<file path="config.mk">
export PLATFORM = sky130hd
export DESIGN_NAME = bottle_lift_intake_tracker_unit
export DESIGN_NICKNAME = d
export VERILOG_FILES = /design/src/hw/rtl/blit_pkg.sv /design/src/hw/rtl/blit_cfg_regs.sv /design/src/hw/rtl/blit_step.sv /design/src/hw/rtl/bottle_lift_intake_tracker_unit.sv
export SDC_FILE = /design/constraint.sdc
export NUM_CORES = 1
export LEC_CHECK = 0
export BUFFER_PORTS_ARGS = -buffer_cell sky130_fd_sc_hd__buf_4
export CAP_MARGIN = 20
export CORE_ASPECT_RATIO = 2
export CORE_MARGIN = 2
export CORE_UTILIZATION = 37
export CTS_BUF_LIST = sky130_fd_sc_hd__clkbuf_4
export DETAILED_ROUTE_END_ITERATION = 16
export GPL_TIMING_DRIVEN = 0
export HOLD_SLACK_MARGIN = 0.08
export PLACE_DENSITY_LB_ADDON = 0.05
export SETUP_SLACK_MARGIN = 0.02
export SLEW_MARGIN = 20
export SYNTH_ARGS = -nofsm -noshare
export SYNTH_HDL_FRONTEND = slang
export SYNTH_SLANG_ARGS = --single-unit
</file>
<file path="constraint.sdc">
create_clock -name aclk -period 14.5 [get_ports aclk]
set_clock_uncertainty 0.1 [all_clocks]
set_input_delay 4.35 -clock aclk [delete_from_list [all_inputs] [get_ports aclk]]
set_output_delay 4.35 -clock aclk [all_outputs]
set_load 0.03 [all_outputs]
</file>
<file path="src/hw/rtl/blit_pkg.sv">
package blit_pkg;

    // field widths
    localparam int WEIGHT_W = 21;
    localparam int TIME_W   = 32;
    localparam int INTAKE_W = 32;
    localparam int LIFT_W   = 20;
    localparam int MARGIN_W = 16;
    localparam int CFG_IDX_W  = 2;
    localparam int CFG_DATA_W = 20;

    // stream word widths
    localparam int S_TDATA_W = 56;
    localparam int S_TUSER_W = 2;
    localparam int M_TDATA_W = 104;

    // configuration register reset values, and the capacity reset value
    localparam logic [LIFT_W-1:0]   LIFT_RST   = 20'd500;
    localparam logic [MARGIN_W-1:0] DELAY_RST  = 16'd2000;
    localparam logic [MARGIN_W-1:0] HOLD_RST   = 16'd50;
    localparam logic [MARGIN_W-1:0] NOISE_RST  = 16'd100;
    localparam logic signed [WEIGHT_W-1:0] CAPACITY_RST = 21'sd5000;

    // configuration register indexes
    typedef enum logic [CFG_IDX_W-1:0] {
        CFG_LIFT  = 2'd0,
        CFG_DELAY = 2'd1,
        CFG_HOLD  = 2'd2,
        CFG_NOISE = 2'd3
    } cfg_idx_t;

    typedef enum logic [1:0] {
        KIND_SAMPLE = 2'd0,
        KIND_CAL    = 2'd1,
        KIND_REFILL = 2'd2
    } kind_t;

    typedef enum logic [1:0] {
        MODE_SETUP   = 2'd0,
        MODE_IDLE    = 2'd1,
        MODE_REMOVED = 2'd2,
        MODE_SETTLE  = 2'd3
    } mode_t;

    typedef enum logic [2:0] {
        EV_NONE      = 3'd0,
        EV_REMOVED   = 3'd1,
        EV_PLACED    = 3'd2,
        EV_INTAKE    = 3'd3,
        EV_NEGATIVE  = 3'd4,
        EV_SMALL     = 3'd5,
        EV_CAL_OK    = 3'd6,
        EV_CAL_FAIL  = 3'd7
    } event_t;

    typedef struct packed {
        logic [LIFT_W-1:0]   lift_level;
        logic [MARGIN_W-1:0] stabilize_delay_ms;
        logic [MARGIN_W-1:0] hold_margin;
        logic [MARGIN_W-1:0] noise_margin;
    } cfg_t;

    typedef struct packed {
        logic [1:0]                  kind;
        logic signed [WEIGHT_W-1:0]  weight;
        logic [TIME_W-1:0]           now_ms;
        logic                        sensor_error;
    } item_t;

    typedef struct packed {
        mode_t                       mode;
        logic signed [WEIGHT_W-1:0]  baseline;
        logic signed [WEIGHT_W-1:0]  capacity;
        logic [INTAKE_W-1:0]         intake;
        logic [TIME_W-1:0]           settle_start;
        logic signed [WEIGHT_W-1:0]  last_weight;
    } trk_state_t;

endpackage

</file>
<file path="src/hw/rtl/blit_cfg_regs.sv">
module blit_cfg_regs (
    input  logic                              aclk,
    input  logic                              aresetn,
    input  logic                              cfg_wr_en,
    input  logic [blit_pkg::CFG_IDX_W-1:0]    cfg_index,
    input  logic [blit_pkg::CFG_DATA_W-1:0]   cfg_wdata,
    output blit_pkg::cfg_t                    cfg
);
    import blit_pkg::*;

    cfg_t cfg_reg;
    cfg_t cfg_next;

    // register write decode
    always_comb begin
        cfg_next = cfg_reg;
        if (cfg_wr_en) begin
            case (cfg_idx_t'(cfg_index))
                CFG_LIFT:  cfg_next.lift_level         = cfg_wdata[LIFT_W-1:0];
                CFG_DELAY: cfg_next.stabilize_delay_ms = cfg_wdata[MARGIN_W-1:0];
                CFG_HOLD:  cfg_next.hold_margin        = cfg_wdata[MARGIN_W-1:0];
                CFG_NOISE: cfg_next.noise_margin       = cfg_wdata[MARGIN_W-1:0];
                default:   cfg_next = cfg_reg;
            endcase
        end
    end

    always_ff @(posedge aclk) begin
        if (!aresetn) begin
            cfg_reg.lift_level         <= LIFT_RST;
            cfg_reg.stabilize_delay_ms <= DELAY_RST;
            cfg_reg.hold_margin        <= HOLD_RST;
            cfg_reg.noise_margin       <= NOISE_RST;
        end else begin
            cfg_reg <= cfg_next;
        end
    end

    assign cfg = cfg_reg;

endmodule

</file>
<file path="src/hw/rtl/blit_step.sv">
module blit_step (
    input  blit_pkg::cfg_t       cfg,
    input  blit_pkg::item_t      item,
    input  blit_pkg::trk_state_t st,
    output blit_pkg::trk_state_t st_next,
    output blit_pkg::event_t     ev
);
    import blit_pkg::*;

    logic signed [WEIGHT_W:0]   w_ext;
    logic signed [WEIGHT_W:0]   thr_ext;
    logic signed [WEIGHT_W+1:0] base_floor;
    logic signed [WEIGHT_W+1:0] w_wide;
    logic signed [WEIGHT_W+1:0] used;
    logic signed [WEIGHT_W+1:0] noise_pos;
    logic signed [WEIGHT_W+1:0] noise_neg;
    logic [TIME_W-1:0]          elapsed;
    logic                       settle_done;
    logic [INTAKE_W:0]          sum;
    logic [INTAKE_W-1:0]        sum_sat;

    // compares and differences, widened by sign or zero extension
    always_comb begin
        w_ext      = {item.weight[WEIGHT_W-1], item.weight};
        thr_ext    = signed'({2'b0, cfg.lift_level});
        w_wide     = {{2{item.weight[WEIGHT_W-1]}}, item.weight};
        base_floor = {{2{st.baseline[WEIGHT_W-1]}}, st.baseline}
                     - signed'({7'b0, cfg.hold_margin});
        used       = {{2{st.baseline[WEIGHT_W-1]}}, st.baseline} - w_wide;
        noise_pos  = signed'({7'b0, cfg.noise_margin});
        noise_neg  = -noise_pos;
        elapsed    = item.now_ms - st.settle_start;
        settle_done = elapsed >= {16'b0, cfg.stabilize_delay_ms};
        sum        = {1'b0, st.intake} + {12'b0, used[WEIGHT_W-1:0]};
        sum_sat    = sum[INTAKE_W] ? {INTAKE_W{1'b1}} : sum[INTAKE_W-1:0];
    end

    // mode transitions and state updates
    always_comb begin
        st_next = st;
        ev      = EV_NONE;
        case (kind_t'(item.kind))
            KIND_SAMPLE: begin
                st_next.last_weight = item.weight;
                case (st.mode)
                    MODE_IDLE: begin
                        if (w_ext < thr_ext) begin
                            st_next.mode = MODE_REMOVED;
                            ev = EV_REMOVED;
                        end else if (w_wide > base_floor) begin
                            st_next.baseline = item.weight;
                        end
                    end
                    MODE_REMOVED: begin
                        if (w_ext > thr_ext) begin
                            st_next.settle_start = item.now_ms;
                            st_next.mode = MODE_SETTLE;
                            ev = EV_PLACED;
                        end
                    end
                    MODE_SETTLE: begin
                        if (settle_done) begin
                            if (used > noise_pos) begin
                                st_next.intake = sum_sat;
                                ev = EV_INTAKE;
                            end else if (used < noise_neg) begin
                                ev = EV_NEGATIVE;
                            end else begin
                                ev = EV_SMALL;
                            end
                            st_next.mode = MODE_IDLE;
                        end
                    end
                    default: begin
                        st_next.mode = st.mode;
                    end
                endcase
            end
            KIND_CAL: begin
                if (item.sensor_error) begin
                    ev = EV_CAL_FAIL;
                end else begin
                    st_next.last_weight = item.weight;
                    st_next.capacity    = item.weight;
                    st_next.baseline    = item.weight;
                    st_next.mode        = MODE_IDLE;
                    ev = EV_CAL_OK;
                end
            end
            KIND_REFILL: begin
                st_next.last_weight = item.weight;
                st_next.capacity    = item.weight;
                st_next.baseline    = item.weight;
                st_next.mode        = MODE_IDLE;
            end
            default: begin
                ev = EV_NONE;
            end
        endcase
    end

endmodule

</file>
<file path="src/hw/rtl/bottle_lift_intake_tracker_unit.sv">
// Bottle lift intake tracker. Takes one word per clock while m_tready
// does not stall the result stream: weight samples, calibrate and refill
// events, selected by s_tuser. Each word gives exactly one result word
// with the mode after the word, the event it caused and the tracked
// weights and saturating daily intake. A word passes an input register,
// then a single pass of compare/subtract/add logic that updates the
// tracking state and loads the result register. The input register holds
// its word while the result register holds a word that m_tready does not
// take. Configuration registers take effect for words processed after the
// write and must be written only while no word is in flight.
module bottle_lift_intake_tracker_unit (
    input  logic                              aclk,
    input  logic                              aresetn,
    // configuration write port
    input  logic                              cfg_wr_en,
    input  logic [blit_pkg::CFG_IDX_W-1:0]    cfg_index,
    input  logic [blit_pkg::CFG_DATA_W-1:0]   cfg_wdata,
    // input stream
    input  logic                              s_tvalid,
    output logic                              s_tready,
    // weight [20:0], now_ms [52:21], sensor_error [53], zero [55:54]
    input  logic [blit_pkg::S_TDATA_W-1:0]    s_tdata,
    // kind [1:0]
    input  logic [blit_pkg::S_TUSER_W-1:0]    s_tuser,
    // result stream
    output logic                              m_tvalid,
    input  logic                              m_tready,
    // mode [1:0], event_res [4:2], daily_intake [36:5],
    // baseline_weight [57:37], capacity_weight [78:58],
    // last_weight [99:79], zero [103:100]
    output logic [blit_pkg::M_TDATA_W-1:0]    m_tdata
);
    import blit_pkg::*;

    cfg_t        cfg;
    item_t       in_item_reg;
    logic        in_valid_reg;
    logic        in_valid_next;
    trk_state_t  st_reg;
    trk_state_t  st_next;
    event_t      ev;
    logic        out_valid_reg;
    logic        out_valid_next;
    logic [M_TDATA_W-1:0] out_data_reg;
    logic        out_free;
    logic        advance;
    logic        load_in;

    blit_cfg_regs u_cfg (
        .aclk      (aclk),
        .aresetn   (aresetn),
        .cfg_wr_en (cfg_wr_en),
        .cfg_index (cfg_index),
        .cfg_wdata (cfg_wdata),
        .cfg       (cfg)
    );

    blit_step u_step (
        .cfg     (cfg),
        .item    (in_item_reg),
        .st      (st_reg),
        .st_next (st_next),
        .ev      (ev)
    );

    // pipeline flow control
    assign out_free = !out_valid_reg || m_tready;
    assign advance  = in_valid_reg && out_free;
    assign s_tready = !in_valid_reg || out_free;
    assign load_in  = s_tvalid && s_tready;

    always_comb begin
        in_valid_next = in_valid_reg;
        if (load_in) begin
            in_valid_next = 1'b1;
        end else if (advance) begin
            in_valid_next = 1'b0;
        end
        out_valid_next = out_valid_reg;
        if (advance) begin
            out_valid_next = 1'b1;
        end else if (m_tready) begin
            out_valid_next = 1'b0;
        end
    end

    // valid flags
    always_ff @(posedge aclk) begin
        if (!aresetn) begin
            in_valid_reg  <= 1'b0;
            out_valid_reg <= 1'b0;
        end else begin
            in_valid_reg  <= in_valid_next;
            out_valid_reg <= out_valid_next;
        end
    end

    // input word register
    always_ff @(posedge aclk) begin
        if (load_in) begin
            in_item_reg.kind         <= s_tuser;
            in_item_reg.weight       <= s_tdata[20:0];
            in_item_reg.now_ms       <= s_tdata[52:21];
            in_item_reg.sensor_error <= s_tdata[53];
        end
    end

    // tracking state
    always_ff @(posedge aclk) begin
        if (!aresetn) begin
            st_reg.mode         <= MODE_SETUP;
            st_reg.baseline     <= '0;
            st_reg.capacity     <= CAPACITY_RST;
            st_reg.intake       <= '0;
            st_reg.settle_start <= '0;
            st_reg.last_weight  <= '0;
        end else if (advance) begin
            st_reg <= st_next;
        end
    end

    // result word register
    always_ff @(posedge aclk) begin
        if (advance) begin
            out_data_reg <= {4'b0, st_next.last_weight, st_next.capacity,
                             st_next.baseline, st_next.intake, ev, st_next.mode};
        end
    end

    assign m_tvalid = out_valid_reg;
    assign m_tdata  = out_data_reg;

endmodule

</file>
==> flow_summary.json, run 1 <==
{
  "status": "finished clean",
  "drtAntennaViolNets": 0,
  "cp_data_required_time_ns": 10.05,
  "route.met2.wl_um": 40380,
  "regArea_um2": 8668,
  "synth_edf_count": 156,
  "antenna_found_initial": 2,
  "yosysWarnings": 0,
  "cp_slowest_cell": "nor2b_1",
  "nFillCells": 5626,
  "die-width_um": 172.2,
  "seq_area_frac_synth_pct": 41.40,
  "drt-initial-drc-count": 1252,
  "portBuffers": 182,
  "synth_area_um2": 20940,
  "start_kind": "input port",
  "clk_path_buf_depth": 3,
  "cts_root_buf": "clkbuf_4",
  "vias_per_cell": 5.445,
  "h-tree-depth": 3,
  "holdBufCountCts": 0,
  "synth_most_common_cell": "nand2_1",
  "syn-instance-count": 2352,
  "totalWireLength_um": 73730,
  "fin_nets": 2903,
  "clk_pin_slew_ns": 0.06,
  "hpwl_um": 58670,
  "setup_tns_ns": 0,
  "grt_max_degree": 36,
  "insertion_delay_ns": 0.87,
  "final-max-slew-violation-count": 0,
  "area_delta_synth_final_pct": 17.11,
  "drive_gt1_share_pct": 13.89,
  "place_congestion": 0.9391,
  "num_rows": 123,
  "ir_drop_v": 0.00004884,
  "worstPathCellList": "buf_4, nor2b_1, nand2_1, buf_4",
  "endpoint_kind": "primary output",
  "post-route-period-util_pct": 64.75,
  "dr_wl_met3_um": 3655,
  "setup-violations-final": 0,
  "grt_pass1_vias": 19470,
  "worstPathMaxFanout": 4,
  "power.leakage_nw": 9.801,
  "vias": 18800,
  "top_layer_used": "met4",
  "cts.sinks": 355,
  "ys_async_sr_fraction_pct": 0,
  "grtUsageTotal_pct": 25.04,
  "critPathMostFrequentCell": "buf_4",
  "wl_per_cell_um": 21.35,
  "largest_reg_flops": 129,
  "ioPinCount": 191,
  "drt-met1-wl_um": 24230,
  "initial_utilization_pct": 37.27,
  "cp.arrival_ns": 4.94,
  "cts_buffers": 87,
  "final_core_util_pct": 43.65,
  "path_delay_family": "simple AND/OR/NAND/NOR gates",
  "synth_top_flop_cell": "dfxtp_1",
  "synth.ff_latch_count": 355,
  "firstDrtPassIters": 5,
  "avgSynthCellArea_um2": 8.902,
  "multi_input_area_um2": 11120,
  "rsz0062_at_grt": "no",
  "hold_violations": 0,
  "crit_type": "in -> out",
  "power.density_nw_per_um2": 103.2,
  "drc": 0,
  "synth_commonest_cells": "nand2_1, a21oi_1, dfxtp_1",
  "tightest_slew_ns": 1.128,
  "die_y_um": 340.4,
  "synth_top_area_share_pct": 22.37,
  "critPathBufInv": 2,
  "coreArea_um2": 56170,
  "post_cts_resized": 0,
  "fmax_ghz": 0.1065,
  "hold_class": "reg -> reg",
  "yosys.area.top_type": "edfxtp_1",
  "maxCapViolCount": 0,
  "slowest_delay_ns": 0.20,
  "period_needed_ns": 9.389,
  "tritoncts": "built",
  "synth.area.top_cells": "edfxtp_1, dfxtp_1, ha_1",
  "grt_overflow_total": 0,
  "cts_setup_buffers": 0,
  "synth.distinct_cells": 87,
  "grt_pass1_wl_um": 108800,
  "dieArea_um2": 58620,
  "slew_headroom_pct": 24.78
}
[metrics by stage]
step	std cells	total power, mW	hold slack [ns]	worst slack [ns]	instance area (um2)
detailed placement	3291	1.653	0.3479	5.112	23340
global placement	3287	1.646	0.3409	2.627	23250
global route	3452	2.660	0.3766	5.059	24520
floorplan	2355	1.474	0.3363	5.297	20950
CTS	3449	2.565	0.3564	5.108	24510
finish	3453	2.531	0.3536	5.111	24520
[final timing paths]
| path | start | to | slack, ns | cells past startpoint |
|---|---|---|---|---|
| setup / recovery | m_tready | s_tready | 5.11 | 4 |
| hold / removal | st_reg[38]$_SDFFE_PN0P_ | st_reg[38]$_SDFFE_PN0P_ | 0.35 | 2 |
| setup reg to reg | st_reg[106]$_SDFFE_PN0P_ | m_tdata[44]$_DFFE_PP_ | 6.87 | 25 |
| hold reg to reg | st_reg[38]$_SDFFE_PN0P_ | st_reg[38]$_SDFFE_PN0P_ | 0.35 | 2 |
[worst register-to-register path, stage by stage (launching register included)]
cell	delay, ns
dfxtp_1	0.33
inv_1	0.13
ha_1	0.19
inv_1	0.06
fa_1	0.41
a21o_1	0.18
a21oi_1	0.25
o21bai_1	0.11
a21oi_1	0.25
o21bai_1	0.13
and4_1	0.25
o31ai_1	0.47
o21ai_0	0.23
o21a_1	0.26
nor4_1	0.25
xnor2_1	0.12
ha_1	0.30
nand4_1	0.13
or2_2	0.36
nor4_1	0.61
a211o_1	0.18
a311o_1	0.18
clkbuf_1	0.65
clkbuf_1	0.65
a31oi_1	0.23
o211ai_1	0.40
[power by group]
part           total (mW)  internal [mW]  switching [mW]
registers            1.12           1.09          0.0359
clock network       0.901          0.461           0.439
logic               0.508          0.195           0.313
total                2.53           1.74           0.788
[cell usage in the layout, fill, tap and decap left out, types with 7 or more instances in the layout]
cell      count
nand2_1     385
a21oi_1     224
dfxtp_1     199
buf_4       191
inv_1       184
ha_1        184
edfxtp_1    156
clkbuf_4    129
nor2_1       99
clkbuf_1     82
o21ai_0      81
nor3_1       68
a21o_1       55
o211ai_1     53
xnor2_1      49
a22o_1       43
nand3_1      36
a211oi_1     34
a31oi_1      31
nand2b_1     30
xor2_1       30
nand4_1      26
a41oi_1      22
clkinv_1     20
o21a_1       19
nor2b_1      15
buf_1        15
nor4_1       13
and2_1       11
o31ai_1      10
and3_1       10
or3_1        10
o21bai_1      9
mux2i_1       9
a211o_1       7
a311oi_1      7
[cells by family after synthesis]
| family | Yosys count | synth area share [%] |
|---|---|---|
| other | 1 | 0.01791 |
| adder cells (fa/ha/maj) | 192 | 11.57 |
| AND/OR/NAND/NOR | 744 | 16.22 |
| flip-flops | 355 | 41.40 |
| XOR/XNOR | 80 | 3.382 |
| multiplexers | 13 | 0.6633 |
| buffers and inverters | 298 | 5.563 |
| AO/OA/AOI/OAI | 669 | 21.18 |
[cell type report]
class                      instances  area share (%)
tap                              750           3.827
clock inverter                    29          0.8113
clock buffer                     129           3.949
buffer                           113           1.929
antenna                            4         0.04082
sequential                       355           35.35
timing repair buffer             186           5.899
inverter                         185           2.832
multi-input combinational       1702           45.36
[metal layers]
metal,track usage (%),up-vias
li1,-,9101
met1,22.51,8848
met2,49.15,642
met3,3.849,211
met4,17.65,0
met5,0,-
(Power assumes the default switching activity.)
==> inputs of run 2 (changes only) <==
- ABC_AREA: not set -> 1
- clock period: 14.5 -> 8.95 ns (I/O delays scaled with it)
==> flow_summary.json, run 2 <==
{
  "status": "finished clean",
  "cts_buffers": 88,
  "crit_end": "st_reg[59]$_SDFFE_PN0P_",
  "coreArea_um2": 60070,
  "hpwl_um": 75790,
  "worstPathMaxFanout": 6,
  "place_ws_ns": 2.278,
  "clk_path_buf_depth": 3,
  "power.total_mw": 4.595,
  "setup_ws_ns": 2.098,
  "synth_area_um2": 22500,
  "grt_max_degree": 44,
  "worstSetupStartpoint": "in_item_reg[40]$_DFFE_PP_",
  "ys_async_sr_fraction_pct": 0,
  "synth_commonest_cells": "nand2_1, inv_1, a21oi_1",
  "portBuffers": 183,
  "antenna_found_initial": 3,
  "final-max-slew-violation-count": 0,
  "stdcell_count": 4156,
  "maxCapViolCount": 0,
  "tightest_slew_ns": 1.175,
  "fmax_ghz": 0.1459,
  "synth.area.top_cells": "edfxtp_1, dfxtp_1, nand2_1",
  "critPathMostFrequentCell": "nand2_1",
  "grt_pass1_wl_um": 132200,
  "h-tree-depth": 3,
  "syn-instance-count": 3024,
  "pwr-share-comb_pct": 27.3,
  "avgSynthCellArea_um2": 7.441,
  "endpoint_kind": "flop",
  "drtAntennaViolNets": 0,
  "place_congestion": 0.9679,
  "drc": 0,
  "reg2reg_slack_ns": 2.10,
  "cts.sinks": 355,
  "synth.distinct_cells": 56,
  "nFillCells": 6308,
  "synth_most_common_cell": "nand2_1",
  "grt_pass1_vias": 21890,
  "cp_slowest_cell": "xnor2_1",
  "hold_violations": 0,
  "regToRegStartpoint": "in_item_reg[40]$_DFFE_PP_",
  "reg2reg_depth": 27,
  "yosys.area.top_type": "edfxtp_1",
  "drt-initial-drc-count": 1038,
  "vias": 21460,
  "cts_setup_buffers": 0,
  "rsz0062_at_grt": "no",
  "final_core_util_pct": 43.58,
  "insertion_delay_ns": 0.95,
  "multi_input_area_um2": 11450,
  "slew_headroom_pct": 21.69,
  "placed_cells": 3989,
  "initial_utilization_pct": 37.46,
  "slowest_delay_ns": 0.64,
  "fin_nets": 3578,
  "start_kind": "flop",
  "power.density_nw_per_um2": 175.5,
  "post_cts_resized": 0,
  "grtUsageTotal_pct": 29.26,
  "num_rows": 127,
  "power.internal_mw": 2.942,
  "p_switching_mw": 1.653,
  "post-route-period-util_pct": 76.56,
  "die_y_um": 352.8,
  "layout_common_cells": "nand2_1, inv_1, a21oi_1, o21ai_0, dfxtp_1",
  "synth_edf_count": 156,
  "synth_top_area_share_pct": 20.82,
  "dieArea_um2": 62920,
  "p_sw_share_pct": 35.98,
  "holdBufCountCts": 0,
  "yosysWarnings": 0,
  "largest_reg_flops": 129,
  "reg2reg_to": "st_reg[59]$_SDFFE_PN0P_",
  "period_needed_ns": 6.852,
  "cp_data_required_time_ns": 9.74,
  "firstDrtPassIters": 7,
  "ioPinCount": 191,
  "synth.ff_latch_count": 355,
  "seq_area_frac_synth_pct": 38.52,
  "timing.hold.ws_ns": 0.3566,
  "die-width_um": 178.4,
  "grt_overflow_total": 0,
  "area_delta_synth_final_pct": 16.34,
  "hold_class": "reg -> reg",
  "cp.arrival_ns": 7.64,
  "wl_per_cell_um": 22.10,
  "crit_type": "reg -> reg",
  "totalWireLength_um": 91850,
  "synth_top_flop_cell": "dfxtp_1",
  "tritoncts": "built",
  "cts_root_buf": "clkbuf_4",
  "seqPwrFrac_pct": 40.5,
  "ir_drop_v": 0.00009787,
  "final_common_cell": "nand2_1",
  "vias_per_cell": 5.164,
  "clk_pin_slew_ns": 0.07,
  "regArea_um2": 8668,
  "setup-violations-final": 0,
  "drive_gt1_share_pct": 11.90,
  "clock_power_share_pct": 32.3,
  "power.leakage_nw": 12.55
}
-- run 2: changes by cell type in the layout (fill, tap and decap cells not counted), moves of 41 or more --
cell	before	now
a21oi_1	224	296
nand2_1	385	673
nor2_1	99	195
o21ai_0	81	230
inv_1	184	517
nor3_1	68	27
nand3_1	36	122
a22o_1	43	0
a21o_1	55	6
-- run 2: worst max-delay path: cells and delay by family, from the launching register on --
kind / cells / cell delay [ns]
fa+ha+maj: 2 / 0.84
flops: 1 / 0.57
xor+xnor: 1 / 0.64
compound gates: 6 / 1.17
simple gates: 14 / 2.97
buf+inv: 4 / 0.51
-- run 2: cell type report --
type / instances / area share [%]
inverter: 535 / 7.690
clock buffer: 134 / 3.843
timing repair buffer: 188 / 5.716
buffer: 92 / 1.477
tap: 774 / 3.699
clock inverter: 30 / 0.6978
multi-input combinational: 2045 / 43.73
antenna: 3 / 0.02868
sequential: 355 / 33.11
-- run 2: worst min path at each step --
stage,cells past startpoint,endpoint,from
3_5_place_dp,2,st_reg[93]$_SDFFE_PN1P_,st_reg[93]$_SDFFE_PN1P_
6_report,2,st_reg[48]$_SDFFE_PN0P_,st_reg[48]$_SDFFE_PN0P_
5_1_grt,2,st_reg[28]$_SDFFE_PN0P_,st_reg[28]$_SDFFE_PN0P_
3_3_place_gp,2,st_reg[88]$_SDFFE_PN1P_,st_reg[88]$_SDFFE_PN1P_
2_1_floorplan,2,st_reg[23]$_SDFFE_PN0P_,st_reg[23]$_SDFFE_PN0P_
4_1_cts,2,st_reg[41]$_SDFFE_PN0P_,st_reg[41]$_SDFFE_PN0P_
-- run 2: logic make-up (layout without fill, tap and decap cells) --
family,after synthesis,count (layout),synth area share [%]
other cells,1,7,0.01667
compound gates,652,652,16.04
xor+xnor,78,78,3.036
simple gates,1123,1123,21.15
buf+inv,627,979,10.65
flops,355,355,38.52
fa+ha+maj,188,188,10.59
-- run 2: metal layers --
metal	up-vias	routed length [um]	global-route usage [%]
met5	-	0	0
li1	10610	-	-
met4	0	9792	26.54
met1	9878	28150	24.58
met2	685	50400	56.54
met3	286	3506	4.479
-- run 2: power by group through the flow --
stage	clock [mW]	combinational, mW	sequential, mW
final	1.48	1.25	1.86
after global routing	1.61	1.39	1.87
after CTS	1.55	1.26	1.86
after detailed placement	0	1.25	1.90
after global placement	0	1.23	1.90
after floorplan	0	0.765	1.92
-- run 2: per-stage QoR --
stage               area [um2]  setup TNS, ns
global placement         24860         -23.68
floorplan                22510              0
finish                   26180              0
CTS                      26170              0
detailed placement       24980              0
global route             26180              0
==> inputs of run 3 (changes only) <==
- ABC_AREA: 1 -> 0
- clock period: 8.95 -> 6.5 ns (I/O delays scaled with it)
==> flow_summary.json, run 3 (synthesis gave the netlist of run 1 again) <==
{
  "status": "finished clean",
  "cp_slowest_cell": "fa_1",
  "firstDrtPassIters": 5,
  "die_y_um": 340.4,
  "crit_type": "reg -> reg",
  "largest_reg_flops": 129,
  "pwr-share-comb_pct": 20.2,
  "drive_gt1_share_pct": 14.37,
  "timing.hold.ws_ns": 0.3536,
  "regArea_um2": 8668,
  "cts_buffers": 87,
  "grt_pass1_wl_um": 108900,
  "ioPinCount": 191,
  "power.density_nw_per_um2": 229.7,
  "seqPwrFrac_pct": 44.3,
  "dieArea_um2": 58620,
  "hold_path_depth": 2,
  "nFillCells": 5618,
  "final_common_cell": "nand2_1",
  "final-max-slew-violation-count": 0,
  "cts_root_buf": "clkbuf_4",
  "hold_violations": 0,
  "regToRegStartpoint": "st_reg[106]$_SDFFE_PN0P_",
  "period_needed_ns": 6.208,
  "worstPathMaxFanout": 10,
  "reg2reg_to": "m_tdata[44]$_DFFE_PP_",
  "cp.arrival_ns": 6.70,
  "drtAntennaViolNets": 0,
  "portBuffers": 182,
  "slew_headroom_pct": 23.34,
  "hp-start": "st_reg[38]$_SDFFE_PN0P_",
  "hold_class": "reg -> reg",
  "grt_max_degree": 36,
  "reg2reg_slack_ns": 0.29,
  "die-width_um": 172.2,
  "tritoncts": "built",
  "drc": 0,
  "power.total_mw": 5.653,
  "coreArea_um2": 56170,
  "vias": 18740,
  "start_kind": "flop",
  "clock_power_share_pct": 35.5,
  "clk_pin_slew_ns": 0.06,
  "cts.sinks": 355,
  "grt_pass1_vias": 19490,
  "totalWireLength_um": 73670,
  "clk_path_buf_depth": 3,
  "holdBufCountCts": 0,
  "power.internal_mw": 3.892,
  "multi_input_area_um2": 11180,
  "p_sw_share_pct": 31.15,
  "ir_drop_v": 0.0001090,
  "grtUsageTotal_pct": 25.04,
  "post-route-period-util_pct": 95.51,
  "fin_nets": 2905,
  "slowest_delay_ns": 0.41,
  "maxCapViolCount": 0,
  "setup-violations-final": 0,
  "cp_data_required_time_ns": 6.99,
  "rsz0062_at_grt": "no",
  "area_delta_synth_final_pct": 17.53,
  "initial_utilization_pct": 37.27,
  "wl_per_cell_um": 21.32,
  "num_rows": 123,
  "grt_overflow_total": 0,
  "reg2reg_depth": 25,
  "layout_common_cells": "nand2_1, a21oi_1, dfxtp_1, buf_4",
  "antenna_found_initial": 2,
  "insertion_delay_ns": 0.87,
  "power.leakage_nw": 9.869,
  "final_core_util_pct": 43.81,
  "min_to": "st_reg[38]$_SDFFE_PN0P_",
  "h-tree-depth": 3,
  "place_congestion": 0.9391,
  "fmax_ghz": 0.1611,
  "drt-initial-drc-count": 1180,
  "tightest_slew_ns": 1.150,
  "hpwl_um": 58670,
  "p_switching_mw": 1.761,
  "endpoint_kind": "flop",
  "vias_per_cell": 5.425
}
[run 3: critical path, delay by kind of cell, from the launching register on]
family	cells	cell delay [ns]
AOI/OAI and AO/OA	12	2.46
and+or+nand+nor	5	1.33
adders and majority gates	3	0.90
buffers and inverters	4	0.70
DFF	1	0.33
xor gates and xnor gates	1	0.11
[run 3: final cells by class]
| type | instances | share of cell area, % |
|---|---|---|
| clock buffer | 129 | 3.936 |
| timing repair buffer | 188 | 5.939 |
| tap | 750 | 3.813 |
| sequential | 355 | 35.23 |
| clock inverter | 29 | 0.8085 |
| inverter | 185 | 2.822 |
| multi-input combinational | 1702 | 45.42 |
| buffer | 113 | 1.993 |
| antenna | 4 | 0.04068 |
[run 3: worst max-delay path by stage]
stage,cells past startpoint,slack [ns],startpoint,to
after floorplan,7,0.03,m_tready,st_reg[123]$_SDFFE_PN0P_
after global placement,8,-2.97,m_tready,st_reg[124]$_SDFFE_PN0P_
after detailed placement,25,-0.98,st_reg[106]$_SDFFE_PN0P_,m_tdata[44]$_DFFE_PP_
after CTS,25,0.04,st_reg[106]$_SDFFE_PN0P_,m_tdata[44]$_DFFE_PP_
after global routing,24,0.05,in_item_reg[1]$_DFFE_PP_,m_tdata[16]$_DFFE_PP_
final,25,0.29,st_reg[106]$_SDFFE_PN0P_,m_tdata[44]$_DFFE_PP_
[run 3: power groups by stage]
stage	registers [mW]	clock network (mW)	logic [mW]
floorplan	2.58	0	0.706
detailed placement	2.55	0	1.13
CTS	2.50	2.08	1.14
global placement	2.56	0	1.11
global route	2.51	2.17	1.27
finish	2.50	2.01	1.14
[run 3: metrics by stage]
stage          cell area, um2  setup TNS, ns  worst slack [ns]  instances
3_5_place_dp            23340         -18.61           -0.9831       3291
2_1_floorplan           20950              0           0.02546       2355
4_1_cts                 24540              0           0.03618       3449
5_1_grt                 24600              0           0.04595       3454
3_3_place_gp            23250        -317.97            -2.973       3287
6_report                24610              0            0.2918       3455
[run 3: what timing repair did]
action / 4_1_cts / 5_1_grt
resized for setup: 8 / 12
endpoints found under the setup margin: 42 / 70
pin swaps: 1 / 1
setup buffers: 0 / 2
[run 3: routing by layer]
| metal | global-route usage (%) | part of all wire [%] | up-vias |
|---|---|---|---|
| met4 | 18.07 | 7.5 | 0 |
| met3 | 3.860 | 4.5 | 209 |
| met2 | 48.95 | 55 | 589 |
| met1 | 22.51 | 33 | 8836 |
| li1 | - | - | 9108 |
| met5 | 0 | 0 | - |
